==> src/hw/rtl/tmu_pkg.sv <==
// Shared types, constants and helpers for the third-moment tensor entry update unit.
`timescale 1ns / 1ps
`default_nettype none
package tmu_pkg;

	// Topic count ceiling and register reset values
	localparam int          MAX_TOPICS    = 64;
	localparam int          TOPIC_W       = 7;
	localparam logic [6:0]  TOPICS_RESET  = 7'd64;
	localparam logic [31:0] ONE_Q24       = 32'h0100_0000;
	localparam logic [31:0] ALPHA_RESET   = ONE_Q24;

	// Configuration port widths and register indexes
	localparam int         CFG_IW         = 1;
	localparam int         CFG_DW         = 32;
	localparam logic [0:0] REG_NUM_TOPICS = 1'b0;
	localparam logic [0:0] REG_ALPHA_SUM  = 1'b1;

	// Datapath sizes
	localparam int MUL_LAT = 5;             // signed 64x64 multiplier depth
	localparam int DIV_QW  = 62;            // quotient bits of the scale divider
	localparam int DIV_NW  = DIV_QW + 3;    // numerator bits
	localparam int DIV_DW  = 49;            // divisor bits
	localparam int DIV_LAT = DIV_QW + 1;    // one bit a stage plus rounding
	localparam int TERM_W  = 80;            // width of the exact sum
	localparam int ACC_LAT = 5;             // round, three adder levels, saturate

	// Pipeline stage numbers, counted from the input register
	localparam int ST_IN   = 1;
	localparam int ST_PAIR = ST_IN + 1;
	localparam int ST_Q    = ST_PAIR + MUL_LAT + 1;
	localparam int ST_N    = ST_IN + MUL_LAT;
	localparam int ST_S    = ST_N + DIV_LAT;
	localparam int ST_P    = ST_S + MUL_LAT;
	localparam int ST_OUT  = ST_P + ACC_LAT;

	// Product terms handed to the accumulator
	localparam int NUM_TERMS  = 10;
	localparam int TM_TRI_WWW = 0;   // s3*Wi*Wj*Wl
	localparam int TM_TRI_WWM = 1;   // s2*Wi*Wj*Ml
	localparam int TM_TRI_WMW = 2;   // s2*Wi*Wl*Mj
	localparam int TM_TRI_MWW = 3;   // s2*Wj*Wl*Mi
	localparam int TM_DUO_IML = 4;   // s2*Wi*Ml
	localparam int TM_DUO_IWL = 5;   // s3*Wi*Wl
	localparam int TM_DUO_IMJ = 6;   // s2*Wi*Mj
	localparam int TM_DUO_IWJ = 7;   // s3*Wi*Wj
	localparam int TM_DUO_MIJ = 8;   // s2*Mi*Wj
	localparam int TM_DIAG    = 9;   // 2*s3*Wi

	typedef struct packed {
		logic [5:0]         row_index;
		logic [5:0]         mid_index;
		logic [5:0]         last_index;
		logic signed [31:0] w_row;
		logic signed [31:0] w_mid;
		logic signed [31:0] w_last;
		logic signed [31:0] m_row;
		logic signed [31:0] m_mid;
		logic signed [31:0] m_last;
		logic [15:0]        doc_length;
		logic signed [63:0] acc_in;
	} sample_t;

	typedef struct packed {
		logic signed [63:0] acc_out;
		logic [5:0]         row_out;
		logic [11:0]        col_out;
		logic               applied;
		logic               saturated;
	} result_t;

	// Per-entry data carried beside the arithmetic
	typedef struct packed {
		logic signed [63:0] acc;
		logic [5:0]         row;
		logic [11:0]        col;
		logic               applied;
		logic               eq_ij;
		logic               eq_il;
		logic               eq_jl;
		logic               eq_all;
	} meta_t;

	// Round to nearest, ties up, then arithmetic shift right
	function automatic logic signed [127:0] rnd_sar(input logic signed [127:0] x,
			input int unsigned sh);
		logic signed [127:0] half;
		half = 128'sd1 <<< (sh - 1);
		return (x + half) >>> sh;
	endfunction

endpackage
`default_nettype wire

==> src/hw/rtl/tmu_acc.sv <==
// Rounds the scaled terms, sums them with the entry value and saturates.
`timescale 1ns / 1ps
`default_nettype none
module tmu_acc (
	input  wire logic                   clk,
	input  wire logic                   en,
	input  wire logic signed [127:0]    prod [tmu_pkg::NUM_TERMS],
	input  wire tmu_pkg::meta_t         meta,
	output tmu_pkg::result_t            res
);
	import tmu_pkg::*;

	localparam int unsigned RSH [NUM_TERMS] = '{48, 48, 48, 48, 56, 56, 56, 56, 56, 27};
	localparam logic signed [63:0] ACC_MAX = 64'sh7FFF_FFFF_FFFF_FFFF;
	localparam logic signed [63:0] ACC_MIN = 64'sh8000_0000_0000_0000;

	logic signed [TERM_W-1:0] t_s1 [NUM_TERMS];
	logic signed [TERM_W-1:0] a_s2 [6];
	logic signed [TERM_W-1:0] b_s3 [3];
	logic signed [TERM_W-1:0] c_s4;
	meta_t                    meta_s1, meta_s2, meta_s3, meta_s4;
	logic signed [TERM_W-1:0] rnd_c [NUM_TERMS];
	logic                     fits;
	result_t                  res_q;

	// Round each product to Q.48
	always_comb begin
		for (int n = 0; n < NUM_TERMS; n++) begin
			rnd_c[n] = TERM_W'(rnd_sar(prod[n], RSH[n]));
		end
	end

	assign fits = (c_s4[TERM_W-1:63] == {(TERM_W-63){c_s4[63]}});

	always_ff @(posedge clk) begin
		if (en) begin
			t_s1    <= rnd_c;
			meta_s1 <= meta;
			// first level, coincidence terms gated by index matches
			a_s2[0] <= TERM_W'(meta_s1.acc) + t_s1[TM_TRI_WWW];
			a_s2[1] <= -t_s1[TM_TRI_WWM] - t_s1[TM_TRI_WMW];
			a_s2[2] <= meta_s1.eq_ij ? (t_s1[TM_DUO_IML] - t_s1[TM_DUO_IWL]
				- t_s1[TM_TRI_MWW]) : -t_s1[TM_TRI_MWW];
			a_s2[3] <= meta_s1.eq_il ? (t_s1[TM_DUO_IMJ] - t_s1[TM_DUO_IWJ]) : '0;
			a_s2[4] <= meta_s1.eq_jl ? (t_s1[TM_DUO_MIJ] - t_s1[TM_DUO_IWJ]) : '0;
			a_s2[5] <= meta_s1.eq_all ? t_s1[TM_DIAG] : '0;
			meta_s2 <= meta_s1;
			// second level
			b_s3[0] <= a_s2[0] + a_s2[1];
			b_s3[1] <= a_s2[2] + a_s2[3];
			b_s3[2] <= a_s2[4] + a_s2[5];
			meta_s3 <= meta_s2;
			// third level
			c_s4    <= b_s3[0] + b_s3[1] + b_s3[2];
			meta_s4 <= meta_s3;
			// saturate, or pass the entry through when not applied
			res_q.row_out <= meta_s4.row;
			res_q.col_out <= meta_s4.col;
			res_q.applied <= meta_s4.applied;
			if (!meta_s4.applied) begin
				res_q.acc_out   <= meta_s4.acc;
				res_q.saturated <= 1'b0;
			end else if (fits) begin
				res_q.acc_out   <= c_s4[63:0];
				res_q.saturated <= 1'b0;
			end else begin
				res_q.acc_out   <= c_s4[TERM_W-1] ? ACC_MIN : ACC_MAX;
				res_q.saturated <= 1'b1;
			end
		end
	end

	assign res = res_q;
endmodule
`default_nettype wire

==> config.mk <==
export PLATFORM = sky130hd
export DESIGN_NAME = tmu_acc
export DESIGN_NICKNAME = d
export VERILOG_FILES = /design/src/hw/rtl/tmu_pkg.sv /design/src/hw/rtl/tmu_acc.sv
export SDC_FILE = /design/constraint.sdc
export NUM_CORES = 2
export LEC_CHECK = 0
export CAP_MARGIN = 10
export CORE_AREA = 2 2 572 574
export DETAILED_ROUTE_END_ITERATION = 8
export DIE_AREA = 0 0 574 576
export DONT_BUFFER_PORTS = 1
export MAX_ROUTING_LAYER = met4
export PLACE_DENSITY = 0.55
export SLEW_MARGIN = 10
export SYNTH_ARGS = -nofsm -noshare
export SYNTH_HDL_FRONTEND = slang
export SYNTH_SLANG_ARGS = --single-unit
==> constraint.sdc <==
create_clock -name clk -period 5.15 [get_ports clk]
set_input_delay 0.7725 -clock clk [delete_from_list [all_inputs] [get_ports clk]]
set_output_delay 0.7725 -clock clk [all_outputs]
set_load 0.01 [all_outputs]
==> summary.md <==
| Metric | Value |
|---|---|
| Max Clock Skew | 0.04565 ns |
| Synth Flop Type | edfxtp_1 |
| Worst EP arrival | 5.69 ns |
| IR drop worst, VDD | 0.3399 mV |
| Row count | 210 |
| Top post-synthesis cells by area | edfxtp_1 48%, ha_1 8.0%, xnor2_1 7.1% |
| Worst path required time | 5.79 ns |
| Tcrit/Tclk final | 98.17% |
| Final setup violation count | 0 |
| Max-Cap Viols | 0 |
| CP peak stage delay | 0.76 ns |
| DR pass1 iterations | 6 |
| CP startpoint | t_s1[652]$_DFFE_PP_ |
| Most common cell after layout, fill and taps aside | edfxtp_1 |
| Mux share of post-synthesis cell area | 0.1146% |
| Final wirelength | 413,500 um |
| Hold-critical path depth | 1 |
| Leakage | 0.05404 uW |
| Mapped Avg Cell Area | 10.56 um^2 |
| Critical path class | reg2reg |
| Vias in the first global route | 90,520 |
| Number of vias per cell | 5.477 |
| Initial antenna violation count | 52 |
| Number of enable flip-flop cells after synthesis | 1,966 |
| Reg2reg path depth | 16 |
| Sequential-to-total area share from yosys stat | 47.83% |
| Unrepaired setup endpoints after global routing | no |
| H-tree levels | 4 |
| Layout cells sized above 1 | 5.245% |
| Synth unique cells | 108 |
| Seq. cell area | 0.05904 mm^2 |
| Hold_sp | prod[236] |
| Simple-gate share of the synthesized area | 14.07% |
| Num CTS Buffers | 228 |
| Slew at the pin closest to its max-slew limit | 1.003 ns |
| Post-Synth XOR/XNOR Area | 10.45% |
| CTS tree | built |
| CP Cell Sequence | inv_1 -> ha_1 -> ha_1 -> and3_1 -> nand4_1 -> a21o_1 -> o21ai_2 -> nand3_1 -> a2111oi_0 -> buf_4 -> o211ai_1 -> a21oi_1 -> o211ai_1 -> nand2_1 -> a21boi_0 -> xnor2_1 |
| Reg2reg start | t_s1[652]$_DFFE_PP_ |
| Largest fanout on the critical path | 6 |
| Core Region | 0.3253 mm^2 |
| Post-Syn Area | 0.1234 mm^2 |
| CTS Sinks | 1,966 |
| Most frequent cells in the layout | 1,966 x edfxtp_1, 1,043 x a21oi_1, 998 x xnor2_1 |
| FMAX | 197.8 MHz |
| Final Critical Period | 5.056 ns |
| Top-level I/O count | 1,453 |
| Global-route wire length before repair | 594,500 um |
| Post-synthesis cell count | 11,690 |
| GP Congestion | 1.026 |
| Reg2reg end | a_s2[1][64]$_DFFE_PP_ |
| Worst hold path type | in2reg |
| Seq cells post-synth | 1,966 |
| Residual DRC | 0 |
| Top cell type's share of synthesized area | 47.83% |
| Final hold violation count | 0 |
| Die X-Extent | 574 um |
| Worst slew margin | 32.54% |
| Largest net degree at the start of global routing | 200 |
| Total power | 66,550 uW |
| Post-synth top area cell | edfxtp_1 |
| Setup crit end kind | register |
| DPL Wire Length | 326,900 um |
| Via count | 90,520 |
| Clk pin slew, worst setup/hold paths | 0.06 ns |
| Final Max Slew Viols | 0 |
| Synth Net Count | 14,010 |
| CP max stage cell | a2111oi_0 |
| Die area | 0.3306 mm^2 |
| Clock latency at the later pin of the worst-skew pair | 0.93 ns |
| ANT nets after route | 0 |
| Drt initial violations | 7,327 |
| Multi-input combinational cell area | 0.06051 mm^2 |
| GRT overflow | 0 |
| Port buffer count | 0 |
| Clock root cell | clkbuf_16 |
| Die height | 576 um |
| Asr flop ratio synth | 0% |
| Post-synthesis adder-cell area fraction | 10.67% |
| Largest family of logic cells by synthesized area | simple AND/OR/NAND/NOR gates |
| WL per Instance | 25.02 um |
| Sink of the worst hold path | t_s1[132]$_DFFE_PP_ |
| Initial Util | 37.94% |
| Setup TNS | 0 ns |
| Synth Area in Compound Gates | 13.70% |
| # fillers | 30,820 |
| Area Growth Syn to Fin | 12.53% |
| Final nets | 14,230 |
| Pwr dens | 479.1 mW/mm^2 |
| Status | finished clean |
| Crit start category | register |
| Synth warnings | 0 |
| Total GRT Usage | 24.86% |
| Clock Path Buffers | 4 |
| Reg2Reg Setup Slack | 0.09 ns |
==> state kept, by name, summed over array words and instances (netlist names), 83 cells and up <==
name	cells
t_s1	760
a_s2	466
b_s3	240
meta_s1	87
res	84
meta_s2	83
meta_s3	83
meta_s4	83
==> metal layers <==
layer | global-route usage [%] | share of wire, %
met1 | 31.62 | 43
met2 | 37.51 | 43
met3 | 7.408 | 9.1
met4 | 8.790 | 4.0
met5 | - | 0
==> worst max-delay path by stage <==
| stage | cells past startpoint | slack (ns) | end |
|---|---|---|---|
| floorplan | 15 | 1.11 | c_s4[75]$_DFFE_PP_ |
| global placement | 9 | -2.57 | t_s1[559]$_DFFE_PP_ |
| detailed placement | 9 | -2.87 | meta_s1[3]$_DFFE_PP_ |
| CTS | 9 | 0.03 | t_s1[267]$_DFFE_PP_ |
| global route | 18 | 0.01 | c_s4[75]$_DFFE_PP_ |
| finish | 16 | 0.09 | a_s2[1][64]$_DFFE_PP_ |
==> cells in the mapped netlist, types with 47 or more instances <==
library cell / instances
nor3_1: 160
ha_1: 787
clkbuf_1: 367
a31oi_1: 91
a21o_1: 477
edfxtp_1: 1966
o21ai_0: 473
nand3_1: 410
o21a_1: 67
xnor2_1: 998
nand2b_1: 88
inv_1: 652
nor2b_1: 90
and4_1: 54
and2_1: 212
fa_1: 166
nand4_1: 338
a21oi_1: 1043
nor2_1: 793
and3_1: 224
a211oi_1: 50
nand2_1: 931
xor2_1: 474
o31ai_1: 47
o21bai_1: 153
or3_1: 49
==> cell type report <==
cell class	count	share of cell area, %
Clock buffer	265	4.239
Inverter	653	1.765
Timing Repair Buffer	379	2.713
Sequential cell	1966	42.51
Multi-Input combinational cell	8681	43.57
Antenna cell	93	0.1676
Tap cell	4346	3.915
Clock inverter	143	1.125
==> critical path: cells and delay by family, from the launching register on <==
kind	cells	cell delay, ns
simple gates	4	0.89
buf+inv	2	0.31
flops	1	0.37
compound gates	7	2.08
xor+xnor	1	0.47
fa+ha+maj	2	0.62
==> per-stage QoR <==
stage / cell area (um^2) / util (%) / hold slack [ns] / cells / worst slack [ns]
floorplan: 123400 / - / 0.4003 / 11690 / 1.111
global placement: 128900 / 39.64 / 0.4004 / 15820 / -2.571
detailed placement: 129000 / 39.66 / 0.4045 / 15820 / -2.865
CTS: 138600 / 42.61 / 0.00003880 / 16430 / 0.02777
global route: 138800 / 42.68 / 0.02064 / 16510 / 0.01001
finish: 138900 / 42.70 / 0.05997 / 16530 / 0.09412
==> where the power goes <==
| group | total [uW] | switching [uW] | internal (uW) |
|---|---|---|---|
| registers | 23400 | 1680 | 21700 |
| clock network | 16400 | 6870 | 9490 |
| logic | 26800 | 16300 | 10500 |
==> cells by family after synthesis <==
| kind of cell | after synthesis |
|---|---|
| AOI/OAI and AO/OA | 2723 |
| DFF | 1966 |
| buffers and inverters | 1039 |
| muxes | 14 |
| adders and majority gates | 953 |
| and+or+nand+nor | 3519 |
| xor gates and xnor gates | 1472 |
==> timing repair <==
action                     in CTS  in global routing
buffers inserted                0                  0
setup endpoints to repair     556                193
pin swaps                       0                  1
resized for setup               0                  7
hold buffers                  196                  0
hold endpoints to repair      204                  0
gates cloned                    6                  1
(Power assumes the default switching activity.)
